### src/hdl/hsvrgb_pkg.sv
// Package for the HSV to RGB converter: shared widths, lane indexes and the hue sector codes.
// No dependencies; every other file of the converter imports it.
`default_nettype none

package hsvrgb_pkg;

  localparam int unsigned HUE_W = 16;
  localparam int unsigned RAMP_W = 10;

  localparam int unsigned LANE_R = 0;
  localparam int unsigned LANE_G = 1;
  localparam int unsigned LANE_B = 2;
  localparam int unsigned LANE_A = 3;

  localparam int unsigned NUM_COLOUR_LANES = 3;
  localparam int unsigned NUM_LANES = 4;

  typedef enum logic [2:0] {
    SEC_RED_YELLOW   = 3'd0,
    SEC_YELLOW_GREEN = 3'd1,
    SEC_GREEN_CYAN   = 3'd2,
    SEC_CYAN_BLUE    = 3'd3,
    SEC_BLUE_MAGENTA = 3'd4,
    SEC_MAGENTA_RED  = 3'd5
  } sector_e;

endpackage

`default_nettype wire

### src/hdl/hsvrgb_hsva_if.sv
// Input channel of the converter: valid/ready handshake with an HSVA colour as payload.
// Depends on hsvrgb_pkg for the hue width.
`default_nettype none

interface hsvrgb_hsva_if import hsvrgb_pkg::*; #(
  parameter int unsigned COMPONENT_BITS = 8
);

  logic                          valid;
  logic                          ready;
  logic signed [HUE_W-1:0]       hue;
  logic [COMPONENT_BITS-1:0]     saturation;
  logic [COMPONENT_BITS-1:0]     brightness;
  logic [COMPONENT_BITS-1:0]     alpha_in;

  modport source (output valid, output hue, output saturation, output brightness,
                  output alpha_in, input ready);
  modport sink (input valid, input hue, input saturation, input brightness,
                input alpha_in, output ready);

endinterface

`default_nettype wire

### src/hdl/hsvrgb_rgba_if.sv
// Output channel of the converter: valid/ready handshake with an RGBA colour as payload.
// Depends on hsvrgb_pkg only through the shared import convention.
`default_nettype none

interface hsvrgb_rgba_if import hsvrgb_pkg::*; #(
  parameter int unsigned COMPONENT_BITS = 8
);

  logic                      valid;
  logic                      ready;
  logic [COMPONENT_BITS-1:0] red;
  logic [COMPONENT_BITS-1:0] green;
  logic [COMPONENT_BITS-1:0] blue;
  logic [COMPONENT_BITS-1:0] alpha_out;

  modport source (output valid, output red, output green, output blue, output alpha_out,
                  input ready);
  modport sink (input valid, input red, input green, input blue, input alpha_out,
                output ready);

endinterface

`default_nettype wire

### src/hdl/hsvrgb_front.sv
// Front end of the converter: hue wrapping, sector split, chroma products and the rounded
// numerators of each colour lane, in six register stages. Depends on hsvrgb_pkg.
`default_nettype none

module hsvrgb_front import hsvrgb_pkg::*; #(
  parameter int unsigned COMPONENT_BITS = 8
) (
  input  wire logic                                      clk_i,
  input  wire logic                                      rst_ni,
  input  wire logic                                      en_i,
  input  wire logic                                      valid_i,
  input  wire logic signed [HUE_W-1:0]                   hue_i,
  input  wire logic [COMPONENT_BITS-1:0]                 sat_i,
  input  wire logic [COMPONENT_BITS-1:0]                 bri_i,
  input  wire logic [COMPONENT_BITS-1:0]                 alpha_i,
  output logic                                           valid_o,
  output logic [NUM_COLOUR_LANES-1:0][2*COMPONENT_BITS+RAMP_W-1:0] num_o,
  output logic [COMPONENT_BITS-1:0]                      alpha_o
);

  localparam int unsigned W = COMPONENT_BITS;
  localparam int unsigned PW = 2 * W;
  localparam int unsigned NB = PW + RAMP_W;
  localparam int unsigned STAGES = 6;
  localparam int unsigned FULL_I = (1 << W) - 1;
  localparam logic [W-1:0] FULL = W'(FULL_I);

  localparam int unsigned HUE_TURN = 5760;
  localparam int unsigned HUE_SECTOR = 960;
  localparam int unsigned U_W = HUE_W + 1;
  localparam int unsigned HUE_OFFSET = 6 * HUE_TURN;
  localparam int unsigned RECIP_SHIFT = 26;
  localparam int unsigned RECIP_W = 17;
  localparam int unsigned RECIP = (1 << RECIP_SHIFT) / HUE_SECTOR;
  localparam int unsigned Q_W = 7;
  localparam int unsigned MOD6_MUL = 43;
  localparam int unsigned MOD6_SHIFT = 8;
  localparam int unsigned D_W = 13;
  localparam logic [NB-1:0] ROUND = NB'(FULL_I * (HUE_SECTOR / 2));

  logic [STAGES-1:0] v_q;

  logic [U_W-1:0] s1_u_d, s1_u_q;
  logic [PW-1:0]  s1_p_d, s1_p_q, s1_m_d, s1_m_q;
  logic [W-1:0]   s1_a_q;
  logic [U_W:0]   hue_sum;

  logic [U_W+RECIP_W-1:0] recip_prod;
  logic [Q_W-1:0] s2_qe_d, s2_qe_q;
  logic [U_W-1:0] s2_u_q;
  logic [PW-1:0]  s2_p_q, s2_m_q;
  logic [W-1:0]   s2_a_q;

  logic [U_W-1:0]    base, rem;
  logic              rem_big;
  logic [RAMP_W-1:0] s3_f_d, s3_f_q;
  logic [Q_W-1:0]    s3_q_d, s3_q_q;
  logic [PW-1:0]     s3_p_q, s3_m_q;
  logic [W-1:0]      s3_a_q;

  logic [D_W-1:0]    d_full;
  logic [Q_W-1:0]    six_d;
  sector_e           s4_sec_d, s4_sec_q;
  logic [RAMP_W-1:0] s4_ramp_d, s4_ramp_q;
  logic [PW-1:0]     s4_p_q, s4_m_q;
  logic [W-1:0]      s4_a_q;

  logic [NB-1:0] s5_cn_d, s5_cn_q, s5_xn_d, s5_xn_q, s5_mn_d, s5_mn_q;
  sector_e       s5_sec_q;
  logic [W-1:0]  s5_a_q;

  logic [NUM_COLOUR_LANES-1:0][NB-1:0] sel;
  logic [NUM_COLOUR_LANES-1:0][NB-1:0] s6_num_d, s6_num_q;
  logic [W-1:0] s6_a_q;

  always_comb begin
    hue_sum = {{2{hue_i[HUE_W-1]}}, hue_i} + (U_W+1)'(HUE_OFFSET);
    s1_u_d = hue_sum[U_W-1:0];
    s1_p_d = PW'(sat_i) * PW'(bri_i);
    s1_m_d = PW'(bri_i) * PW'(FULL - sat_i);
  end

  always_comb begin
    recip_prod = (U_W+RECIP_W)'(s1_u_q) * (U_W+RECIP_W)'(RECIP);
    s2_qe_d = recip_prod[RECIP_SHIFT +: Q_W];
  end

  always_comb begin
    base = U_W'(s2_qe_q) * U_W'(HUE_SECTOR);
    rem = s2_u_q - base;
    rem_big = rem >= U_W'(HUE_SECTOR);
    s3_f_d = rem_big ? RAMP_W'(rem - U_W'(HUE_SECTOR)) : RAMP_W'(rem);
    s3_q_d = s2_qe_q + Q_W'(rem_big);
  end

  always_comb begin
    d_full = D_W'(s3_q_q) * D_W'(MOD6_MUL);
    six_d = Q_W'(d_full[D_W-1:MOD6_SHIFT]) * Q_W'(6);
    s4_sec_d = sector_e'(3'(s3_q_q - six_d));
    s4_ramp_d = s3_q_q[0] ? (RAMP_W'(HUE_SECTOR) - s3_f_q) : s3_f_q;
  end

  always_comb begin
    s5_cn_d = NB'(s4_p_q) * NB'(HUE_SECTOR);
    s5_xn_d = NB'(s4_p_q) * NB'(s4_ramp_q);
    s5_mn_d = NB'(s4_m_q) * NB'(HUE_SECTOR);
  end

  always_comb begin
    case (s5_sec_q)
      SEC_RED_YELLOW: begin
        sel[LANE_R] = s5_cn_q; sel[LANE_G] = s5_xn_q; sel[LANE_B] = '0;
      end
      SEC_YELLOW_GREEN: begin
        sel[LANE_R] = s5_xn_q; sel[LANE_G] = s5_cn_q; sel[LANE_B] = '0;
      end
      SEC_GREEN_CYAN: begin
        sel[LANE_R] = '0; sel[LANE_G] = s5_cn_q; sel[LANE_B] = s5_xn_q;
      end
      SEC_CYAN_BLUE: begin
        sel[LANE_R] = '0; sel[LANE_G] = s5_xn_q; sel[LANE_B] = s5_cn_q;
      end
      SEC_BLUE_MAGENTA: begin
        sel[LANE_R] = s5_xn_q; sel[LANE_G] = '0; sel[LANE_B] = s5_cn_q;
      end
      default: begin
        sel[LANE_R] = s5_cn_q; sel[LANE_G] = '0; sel[LANE_B] = s5_xn_q;
      end
    endcase
    for (int l = 0; l < NUM_COLOUR_LANES; l++) begin
      s6_num_d[l] = sel[l] + s5_mn_q + ROUND;
    end
  end

  always_ff @(posedge clk_i or negedge rst_ni) begin
    if (!rst_ni) begin
      v_q <= '0;
    end else if (en_i) begin
      v_q <= {v_q[STAGES-2:0], valid_i};
    end
  end

  always_ff @(posedge clk_i) begin
    if (en_i) begin
      s1_u_q <= s1_u_d;
      s1_p_q <= s1_p_d;
      s1_m_q <= s1_m_d;
      s1_a_q <= alpha_i;

      s2_qe_q <= s2_qe_d;
      s2_u_q <= s1_u_q;
      s2_p_q <= s1_p_q;
      s2_m_q <= s1_m_q;
      s2_a_q <= s1_a_q;

      s3_f_q <= s3_f_d;
      s3_q_q <= s3_q_d;
      s3_p_q <= s2_p_q;
      s3_m_q <= s2_m_q;
      s3_a_q <= s2_a_q;

      s4_sec_q <= s4_sec_d;
      s4_ramp_q <= s4_ramp_d;
      s4_p_q <= s3_p_q;
      s4_m_q <= s3_m_q;
      s4_a_q <= s3_a_q;

      s5_cn_q <= s5_cn_d;
      s5_xn_q <= s5_xn_d;
      s5_mn_q <= s5_mn_d;
      s5_sec_q <= s4_sec_q;
      s5_a_q <= s4_a_q;

      s6_num_q <= s6_num_d;
      s6_a_q <= s5_a_q;
    end
  end

  assign valid_o = v_q[STAGES-1];
  assign num_o = s6_num_q;
  assign alpha_o = s6_a_q;

endmodule

`default_nettype wire

### src/hdl/hsvrgb_div.sv
// Divider of the converter: divides the rounded numerators of each colour lane by the full-scale
// sector constant by a reciprocal estimate and one correcting subtract, in two register stages,
// then clamps. Depends on hsvrgb_pkg.
`default_nettype none

module hsvrgb_div import hsvrgb_pkg::*; #(
  parameter int unsigned COMPONENT_BITS = 8
) (
  input  wire logic                                                clk_i,
  input  wire logic                                                rst_ni,
  input  wire logic                                                en_i,
  input  wire logic                                                valid_i,
  input  wire logic [NUM_COLOUR_LANES-1:0][2*COMPONENT_BITS+RAMP_W-1:0] num_i,
  input  wire logic [COMPONENT_BITS-1:0]                           alpha_i,
  output logic                                                     valid_o,
  output logic [NUM_LANES-1:0][COMPONENT_BITS-1:0]                 data_o
);

  localparam int unsigned W = COMPONENT_BITS;
  localparam int unsigned NB = 2 * W + RAMP_W;
  localparam int unsigned QB = W + 1;
  localparam int unsigned STAGES = 2;
  localparam int unsigned HUE_SECTOR = 960;
  localparam longint unsigned FULL_I = (64'd1 << W) - 64'd1;
  localparam longint unsigned DIVISOR_I = FULL_I * HUE_SECTOR;
  localparam logic [W-1:0] FULL = W'(FULL_I);
  localparam logic [QB-1:0] FULL_Q = QB'(FULL_I);
  localparam logic [NB-1:0] DIVISOR = NB'(DIVISOR_I);
  localparam logic [QB-1:0] RECIP = QB'((64'd1 << NB) / DIVISOR_I);

  logic [STAGES-1:0] v_q;
  logic [NUM_COLOUR_LANES-1:0][NB+QB-1:0] prod;
  logic [NUM_COLOUR_LANES-1:0][QB-1:0] est_d, est_q;
  logic [NUM_COLOUR_LANES-1:0][NB-1:0] num_q;
  logic [NUM_COLOUR_LANES-1:0][NB-1:0] rem;
  logic [NUM_COLOUR_LANES-1:0][QB-1:0] quo_d, quo_q;
  logic [W-1:0] alp1_q, alp2_q;

  // The estimate is the true quotient or one below it, so a single compare corrects it.
  always_comb begin
    for (int l = 0; l < NUM_COLOUR_LANES; l++) begin
      prod[l] = (NB+QB)'(num_i[l]) * (NB+QB)'(RECIP);
      est_d[l] = prod[l][NB +: QB];
    end
  end

  always_comb begin
    for (int l = 0; l < NUM_COLOUR_LANES; l++) begin
      rem[l] = num_q[l] - NB'(est_q[l]) * DIVISOR;
      quo_d[l] = est_q[l] + QB'(rem[l] >= DIVISOR);
    end
  end

  always_ff @(posedge clk_i or negedge rst_ni) begin
    if (!rst_ni) begin
      v_q <= '0;
    end else if (en_i) begin
      v_q <= {v_q[STAGES-2:0], valid_i};
    end
  end

  always_ff @(posedge clk_i) begin
    if (en_i) begin
      est_q <= est_d;
      num_q <= num_i;
      alp1_q <= alpha_i;
      quo_q <= quo_d;
      alp2_q <= alp1_q;
    end
  end

  always_comb begin
    for (int l = 0; l < NUM_COLOUR_LANES; l++) begin
      data_o[l] = (quo_q[l] > FULL_Q) ? FULL : quo_q[l][W-1:0];
    end
    data_o[LANE_A] = alp2_q;
  end

  assign valid_o = v_q[STAGES-1];

endmodule

`default_nettype wire

### src/hdl/hsvrgb_obuf.sv
// Two-entry output buffer: an output register and a skid register, which also produce the
// advance enable of the whole pipeline. Depends on hsvrgb_pkg for the lane count.
`default_nettype none

module hsvrgb_obuf import hsvrgb_pkg::*; #(
  parameter int unsigned COMPONENT_BITS = 8
) (
  input  wire logic                                        clk_i,
  input  wire logic                                        rst_ni,
  input  wire logic                                        pipe_valid_i,
  input  wire logic [NUM_LANES-1:0][COMPONENT_BITS-1:0]    pipe_data_i,
  output logic                                             en_o,
  output logic                                             out_valid_o,
  input  wire logic                                        out_ready_i,
  output logic [NUM_LANES-1:0][COMPONENT_BITS-1:0]         out_data_o
);

  logic out_v_d, out_v_q, skid_v_d, skid_v_q;
  logic [NUM_LANES-1:0][COMPONENT_BITS-1:0] out_data_d, out_data_q, skid_data_d, skid_data_q;
  logic take, push;

  assign en_o = !skid_v_q;
  assign take = out_v_q && out_ready_i;
  assign push = en_o && pipe_valid_i;

  always_comb begin
    out_v_d = out_v_q;
    out_data_d = out_data_q;
    skid_v_d = skid_v_q;
    skid_data_d = skid_data_q;
    if (take || !out_v_q) begin
      if (skid_v_q) begin
        out_v_d = 1'b1;
        out_data_d = skid_data_q;
        skid_v_d = 1'b0;
      end else begin
        out_v_d = push;
        out_data_d = pipe_data_i;
      end
    end else if (push) begin
      skid_v_d = 1'b1;
      skid_data_d = pipe_data_i;
    end
  end

  always_ff @(posedge clk_i or negedge rst_ni) begin
    if (!rst_ni) begin
      out_v_q <= 1'b0;
      skid_v_q <= 1'b0;
    end else begin
      out_v_q <= out_v_d;
      skid_v_q <= skid_v_d;
    end
  end

  always_ff @(posedge clk_i) begin
    out_data_q <= out_data_d;
    skid_data_q <= skid_data_d;
  end

  assign out_valid_o = out_v_q;
  assign out_data_o = out_data_q;

  a_skid_behind_out: assert property (@(posedge clk_i) disable iff (!rst_ni)
    skid_v_q |-> out_v_q)
    else $error("Skid register holds a transaction while the output register is empty.");

  a_stall_fills_skid: assert property (@(posedge clk_i) disable iff (!rst_ni)
    (out_v_q && !out_ready_i && push) |=> skid_v_q)
    else $error("A transaction arriving at a stalled output was not kept in the skid register.");

  a_skid_drains: assert property (@(posedge clk_i) disable iff (!rst_ni)
    (skid_v_q && out_ready_i) |=> (!skid_v_q && out_v_q))
    else $error("Skid register did not move into the output register once it was taken.");

endmodule

`default_nettype wire

### src/hdl/hsv_to_rgb_converter.sv
// Channel   Role    Handshake     Payload
// hsva_i    sink    valid/ready   hue (signed 1/16 degree), saturation, brightness, alpha_in
// rgba_o    source  valid/ready   red, green, blue, alpha_out
//
// One transaction is taken per clock while the pipeline is not frozen; the result passes
// through six front stages, two divider stages (a reciprocal estimate, then one correcting
// subtract) and the output register.
// Reset clears only the valid flags; the data path holds no state between transactions.
// A stalled output is absorbed by a skid register; the pipeline freezes only when both the
// output and skid registers are full, and nothing is lost or repeated.
// Top level of the HSV to RGB converter. Depends on hsvrgb_pkg, both interfaces,
// hsvrgb_front, hsvrgb_div and hsvrgb_obuf.
`default_nettype none

module hsv_to_rgb_converter import hsvrgb_pkg::*; #(
  parameter int unsigned COMPONENT_BITS = 8
) (
  input  wire logic      clk_i,
  input  wire logic      rst_ni,
  hsvrgb_hsva_if.sink    hsva_i,
  hsvrgb_rgba_if.source  rgba_o
);

  localparam int unsigned NB = 2 * COMPONENT_BITS + RAMP_W;

  logic en;
  logic front_valid, div_valid;
  logic [NUM_COLOUR_LANES-1:0][NB-1:0] front_num;
  logic [COMPONENT_BITS-1:0] front_alpha;
  logic [NUM_LANES-1:0][COMPONENT_BITS-1:0] div_data, out_data;

  hsvrgb_front #(
    .COMPONENT_BITS (COMPONENT_BITS)
  ) u_front (
    .clk_i   (clk_i),
    .rst_ni  (rst_ni),
    .en_i    (en),
    .valid_i (hsva_i.valid),
    .hue_i   (hsva_i.hue),
    .sat_i   (hsva_i.saturation),
    .bri_i   (hsva_i.brightness),
    .alpha_i (hsva_i.alpha_in),
    .valid_o (front_valid),
    .num_o   (front_num),
    .alpha_o (front_alpha)
  );

  hsvrgb_div #(
    .COMPONENT_BITS (COMPONENT_BITS)
  ) u_div (
    .clk_i   (clk_i),
    .rst_ni  (rst_ni),
    .en_i    (en),
    .valid_i (front_valid),
    .num_i   (front_num),
    .alpha_i (front_alpha),
    .valid_o (div_valid),
    .data_o  (div_data)
  );

  hsvrgb_obuf #(
    .COMPONENT_BITS (COMPONENT_BITS)
  ) u_obuf (
    .clk_i        (clk_i),
    .rst_ni       (rst_ni),
    .pipe_valid_i (div_valid),
    .pipe_data_i  (div_data),
    .en_o         (en),
    .out_valid_o  (rgba_o.valid),
    .out_ready_i  (rgba_o.ready),
    .out_data_o   (out_data)
  );

  assign hsva_i.ready = en;
  assign rgba_o.red = out_data[LANE_R];
  assign rgba_o.green = out_data[LANE_G];
  assign rgba_o.blue = out_data[LANE_B];
  assign rgba_o.alpha_out = out_data[LANE_A];

endmodule

`default_nettype wire

### src/flat_wrapper.sv
// flat-port wrapper written by rule: the top's interface ports become plain ports
module hsv_to_rgb_converter_flat import hsvrgb_pkg::*;
#(
  parameter int unsigned COMPONENT_BITS = 8
)
  (clk_i, rst_ni, hsva_i_valid, hsva_i_hue, hsva_i_saturation, hsva_i_brightness, hsva_i_alpha_in, hsva_i_ready, rgba_o_valid, rgba_o_red, rgba_o_green, rgba_o_blue, rgba_o_alpha_out, rgba_o_ready);
  hsvrgb_hsva_if #(.COMPONENT_BITS(COMPONENT_BITS)) hsva_i_i ();
  hsvrgb_rgba_if #(.COMPONENT_BITS(COMPONENT_BITS)) rgba_o_i ();
  input  wire logic clk_i;
  input  wire logic rst_ni;
  input wire logic [$bits(hsva_i_i.valid)-1:0] hsva_i_valid;
  input wire logic [$bits(hsva_i_i.hue)-1:0] hsva_i_hue;
  input wire logic [$bits(hsva_i_i.saturation)-1:0] hsva_i_saturation;
  input wire logic [$bits(hsva_i_i.brightness)-1:0] hsva_i_brightness;
  input wire logic [$bits(hsva_i_i.alpha_in)-1:0] hsva_i_alpha_in;
  output wire logic [$bits(hsva_i_i.ready)-1:0] hsva_i_ready;
  output wire logic [$bits(rgba_o_i.valid)-1:0] rgba_o_valid;
  output wire logic [$bits(rgba_o_i.red)-1:0] rgba_o_red;
  output wire logic [$bits(rgba_o_i.green)-1:0] rgba_o_green;
  output wire logic [$bits(rgba_o_i.blue)-1:0] rgba_o_blue;
  output wire logic [$bits(rgba_o_i.alpha_out)-1:0] rgba_o_alpha_out;
  input wire logic [$bits(rgba_o_i.ready)-1:0] rgba_o_ready;
  assign hsva_i_i.valid = hsva_i_valid;
  assign hsva_i_i.hue = hsva_i_hue;
  assign hsva_i_i.saturation = hsva_i_saturation;
  assign hsva_i_i.brightness = hsva_i_brightness;
  assign hsva_i_i.alpha_in = hsva_i_alpha_in;
  assign hsva_i_ready = hsva_i_i.ready;
  assign rgba_o_valid = rgba_o_i.valid;
  assign rgba_o_red = rgba_o_i.red;
  assign rgba_o_green = rgba_o_i.green;
  assign rgba_o_blue = rgba_o_i.blue;
  assign rgba_o_alpha_out = rgba_o_i.alpha_out;
  assign rgba_o_i.ready = rgba_o_ready;
  hsv_to_rgb_converter #(.COMPONENT_BITS(COMPONENT_BITS)) u_core (.clk_i(clk_i), .rst_ni(rst_ni), .hsva_i(hsva_i_i), .rgba_o(rgba_o_i));
endmodule
### config.mk
export PLATFORM = sky130hd
export DESIGN_NAME = hsv_to_rgb_converter_flat
export DESIGN_NICKNAME = d
export VERILOG_FILES = /design/src/hdl/hsvrgb_pkg.sv /design/src/hdl/hsvrgb_hsva_if.sv /design/src/hdl/hsvrgb_rgba_if.sv /design/src/hdl/hsvrgb_front.sv /design/src/hdl/hsvrgb_div.sv /design/src/hdl/hsvrgb_obuf.sv /design/src/hdl/hsv_to_rgb_converter.sv /design/src/flat_wrapper.sv
export SDC_FILE = /design/constraint.sdc
export NUM_CORES = 2
export LEC_CHECK = 0
export BUFFER_PORTS_ARGS = -buffer_cell sky130_fd_sc_hd__buf_4
export CAP_MARGIN = 15
export CORE_MARGIN = 4
export CORE_UTILIZATION = 65
export DETAILED_ROUTE_END_ITERATION = 6
export PLACE_DENSITY = 0.9
export REMOVE_ABC_BUFFERS = 1
export SLEW_MARGIN = 20
export SYNTH_ARGS = -nofsm -noshare
export SYNTH_HDL_FRONTEND = slang
export SYNTH_SLANG_ARGS = --single-unit
### constraint.sdc
create_clock -name clk_i -period 40.7 [get_ports clk_i]
set_clock_uncertainty 0.15 [all_clocks]
set_input_delay 6.105 -clock clk_i [delete_from_list [all_inputs] [get_ports clk_i]]
set_output_delay 6.105 -clock clk_i [all_outputs]
set_load 0.03 [all_outputs]
==> results <==
- The critical-path cell with the highest stage delay is fa_1.
- The first global-routing pass estimated 186 mm of wire.
- The detailed-route via count is 35.5k.
- The number of antenna violations at the first check in global routing is 1.
- The residual antenna-violating net count after detailed routing is 1.
- The worst register-to-register path begins at u_core.u_div.est_q[12]$_DFFE_PN_.
- After detailed routing, the total wire length is 111 mm.
- The width of the chip is between 200 and 300 um.
- The number of max-slew violations in the final report came to 0.
- After clock tree synthesis, the setup repair step added 0 buffers.
- During synthesis, Yosys emitted a total of 0 warnings.
- Yosys instantiated no cell more often than inv_1.
- The destination of the worst register-to-register timing path is u_core.u_div.quo_q[17]$_DFFE_PN_.
- The largest area contributor in the netlist is edfxtp_1.
- For this run the aggregate overflow at the end of global routing stands at 0.
- The checks that failed: antenna violations.
- The utilization of the core after routing is 0.710.
- The detailed placer's ending HPWL is just over 80 mm.
- The floorplan has 104 rows.
- The starting density of the core is 0.660.
- Counting distinct cell types in the post-synthesis netlist gives 79.
- The transition time at the pin with the least slew margin is 1060 ps.
- A synthesized cell averages roughly 11 um^2.
- The arrival time at the worst endpoint is between 10,000 and 15,000 ps.
- The data required time of the worst path is 40,910 ps.
- The most used flip-flop cell after synthesis is edfxtp_1.
- The number of global-route vias before repair is 38.3k.
- In the synthesized netlist the async set-or-reset flop fraction comes to 0.0167.
- The slack of the worst reg-to-reg path is 32,740 ps.
- Ranked by instance count, the synthesized netlist is headed by inv_1 (898), ha_1 (884), edfxtp_1 (588).
- The worst setup path is of the in2reg kind.
- The max-capacitance violation count is 0.
- The share of the yosys chip area belonging to registers is 0.335.
- Of the total synthesized cell area, the portion taken by full adders, half adders and majority gates is 0.368.
- The synthesized netlist occupies a cell area of 0.0535 mm^2.
- In this run the count of I/O pins placed on the die edge is 78.
- The clock period minus final worst setup slack is 10,300 ps.
- The CTS clock-pin slew for the worst setup and hold paths is 60 ps.
- The iteration count of the initial detailed-routing pass is 7.
- In the post-synthesis netlist, the biggest area contributors are edfxtp_1 (33%), ha_1 (21%), fa_1 (16%), inv_1 (6.3%), xnor2_1 (3.1%).
- After detailed routing, the number of remaining DRC violations is 0.
- The share of synthesized area in the top cell type comes to 0.330.
- The start point of the worst min-delay path is u_core.u_front.s3_p_q[12]$_DFFE_PN_.
- TritonCTS built the clock tree.
- Relative to the synthesized area, the layout overhead comes to 7.64%.
- The hold-fix buffer count after cts is 0.
- Setup repair after global routing left no endpoint under its margin.
- Of the total synthesized cell area, the portion taken by AND, OR, NAND and NOR gates is 0.0898.
- The setup slack at placement is 29,790 ps.
- The kind of path behind the tightest hold check is reg2reg.
- The core area is 0.0811 mm^2.
- The maximum fanout along the worst path is 16.
- Traced cell by cell, the critical path runs through buf_4, nand2b_1, fa_1, fa_1, inv_1, ha_1, inv_1, fa_1, inv_1, ha_1, a21o_1, a21oi_1, o21ai_0, a21oi_1, nand2b_1, a21boi_0, o31a_1, o41ai_1, xnor2_1.
- The nature of the critical path startpoint is an input pin.
- In the finished design, the share of the clock period the worst path needs comes to 0.253.
- The synthesized design contains 588 enable-type register cells.
- The final setup slack of the worst path is 30,400 ps.
- For this run, the post-layout net count is 6,255.
- The number of cells produced by synthesis is 4,801.
- The congestion estimate from routability-driven global placement came to between 0.9 and 1.
- The complex-gate fraction of the synthesized area is 0.0828.
- After detailed routing, the average wire length per cell comes to 18.4 um.
- The vertical die dimension is 295 um.
- The filler cells instantiated in the layout total 5,179.
- The number of gates resized after CTS was 0.
- The area occupied by multi-input gates is 0.0320 mm^2.
- The combinational family with the most area after synthesis is adder cells.
- The iteration-0 DRC count of the detailed router is 2,430.
- The hold violation total from the final report was 0.
- The fraction of final layout cells sized beyond drive strength 1 is 0.0596.
- The total of flip-flops plus latches after synthesis is between 500 and 600.
- Timing would allow up to 97.1 MHz.
- The count of buffers inserted at the top-level ports is 77.
- The final count of negative-setup-slack endpoints is 0.
- Summed over all failing endpoints, the final setup total negative slack is 0 ps.
- The sequential cells in the finished layout cover a total of 0.0179 mm^2.
- STA classifies the critical path endpoint as a flip-flop.
- Measured in cells, the most critical reg-to-reg path has a length of 29.
- Counting instances, the worst hold path has a depth of 0.
- The die covers 0.0869 mm^2.
- The buffer cell driving the clock tree root is clkbuf_16.
- Of the total synthesized cell area, the portion taken by XOR and XNOR cells is 0.0464.
- After detailed routing, the number of vias per cell comes to 5.91.
- Clock tree synthesis inserted a total of 68 buffers.
- The H-tree depth is 3.
- The maximum buffer depth of the clock tree is 3.
- The hold path endpoint is u_core.u_front.s4_p_q[12]$_DFFE_PN_.
- The flow ran to the end, but the final reports show violations.
- The largest single stage delay on the critical path is around 590 ps.
- The portion of synthesized area spent on multiplexers is 0.0108.
- The clock sink count is between 500 and 600.
- The insertion delay to the later sink of the worst-skew pair is 640 ps.
- Measured against its own limit, the worst slew margin works out to 0.296.
- In the global route stage, overall resource usage came out at 0.263.
- The largest net degree at the start of global routing is between 90 and 100.
==> worst max-delay path: cells and delay by family <==
kind                     cells  cell delay, ps
AND/OR/NAND/NOR              2             320
adder cells (fa/ha/maj)      5            2180
buffers and inverters        4             320
XOR/XNOR                     1             100
AO/OA/AOI/OAI                7            1480
==> how the worst max path moves through the flow <==
stage / slack (ps) / to / depth (start not counted) / startpoint
after floorplan: 23530 / hsva_i_ready / 1 / u_core.u_obuf.skid_v_q$_DFFE_PN0P_
after global placement: 29920 / u_core.u_front.s1_m_q[15]$_DFFE_PN_ / 19 / hsva_i_saturation[2]
after detailed placement: 29790 / u_core.u_front.s1_m_q[15]$_DFFE_PN_ / 19 / hsva_i_saturation[2]
after CTS: 30410 / u_core.u_front.s1_m_q[15]$_DFFE_PN_ / 19 / hsva_i_saturation[2]
after global routing: 30010 / u_core.u_front.s1_m_q[15]$_DFFE_PN_ / 19 / hsva_i_saturation[2]
final: 30400 / u_core.u_front.s1_m_q[15]$_DFFE_PN_ / 19 / hsva_i_saturation[2]
==> cell type report <==
| type | instances | area share |
|---|---|---|
| Clock inverter | 47 | 0.00982 |
| Timing Repair Buffer | 90 | 0.0117 |
| Multi-Input combinational cell | 3240 | 0.555 |
| Clock buffer | 73 | 0.0301 |
| Tap cell | 1060 | 0.0230 |
| Inverter | 899 | 0.0588 |
| Antenna cell | 5 | 0.000217 |
| Sequential cell | 598 | 0.311 |
==> flip-flops by register name, indices dropped and copies added, names as in the netlist, 17 cells and up <==
| register | cells |
|---|---|
| u_core.u_front.s5_xn_q | 26 |
| u_core.u_front.s5_cn_q | 20 |
| u_core.u_obuf.skid_data_q | 32 |
| u_core.u_front.s2_u_q | 17 |
| u_core.u_front.s1_u_q | 17 |
| u_core.u_front.num_o | 78 |
| u_core.u_div.est_q | 27 |
| u_core.u_front.s5_mn_q | 20 |
| u_core.u_div.num_q | 60 |
| u_core.u_obuf.out_data_o | 32 |
| u_core.u_div.quo_q | 27 |
==> metal layers <==
metal / track usage / share of wire
met2: 0.473 / 0.51
met1: 0.310 / 0.39
met3: 0.0390 / 0.054
met4: 0.122 / 0.048
met5: 0 / 0.00013
==> cell usage in the layout (no fill, tap or decap), drive strengths merged, types with 16 or more instances in the layout <==
cell type and n:
inv 900, ha 884, edfxtp 588, fa 430, nand2 205, xnor2 192, a21oi 174, nor2 163
and2 149, o21ai 118, buf 90, xor2 89, clkbuf 73, nor2b 71, nand3 70, nor3 69
nand2b 56, a21o 55, mux2 44, a22o 38, o21a 37, and3 36, or2 36, clkinv 34
or3 30, a211oi 28, a22oi 25, a31oi 19, a21boi 18, o41ai 16
==> cells by family after synthesis <==
kind of cell / after synthesis
multiplexers: 52
flip-flops: 598
AND/OR/NAND/NOR: 933
adder cells (fa/ha/maj): 1314
buffers and inverters: 963
AO/OA/AOI/OAI: 659
XOR/XNOR: 282
==> per-stage QoR <==
| stage | area (um^2) | std cells | hold slack (ps) |
|---|---|---|---|
| 2_1_floorplan | 53200 | 4737 | 250 |
| 3_3_place_gp | 55300 | 5887 | 250 |
| 3_5_place_dp | 55300 | 5887 | 255 |
| 4_1_cts | 57600 | 6007 | 261 |
| 5_1_grt | 57600 | 6007 | 265 |
| 6_report | 57600 | 6012 | 261 |
Power is not shown: default switching activity piles up to over one toggle a cycle in this logic, so the estimate is an artifact.
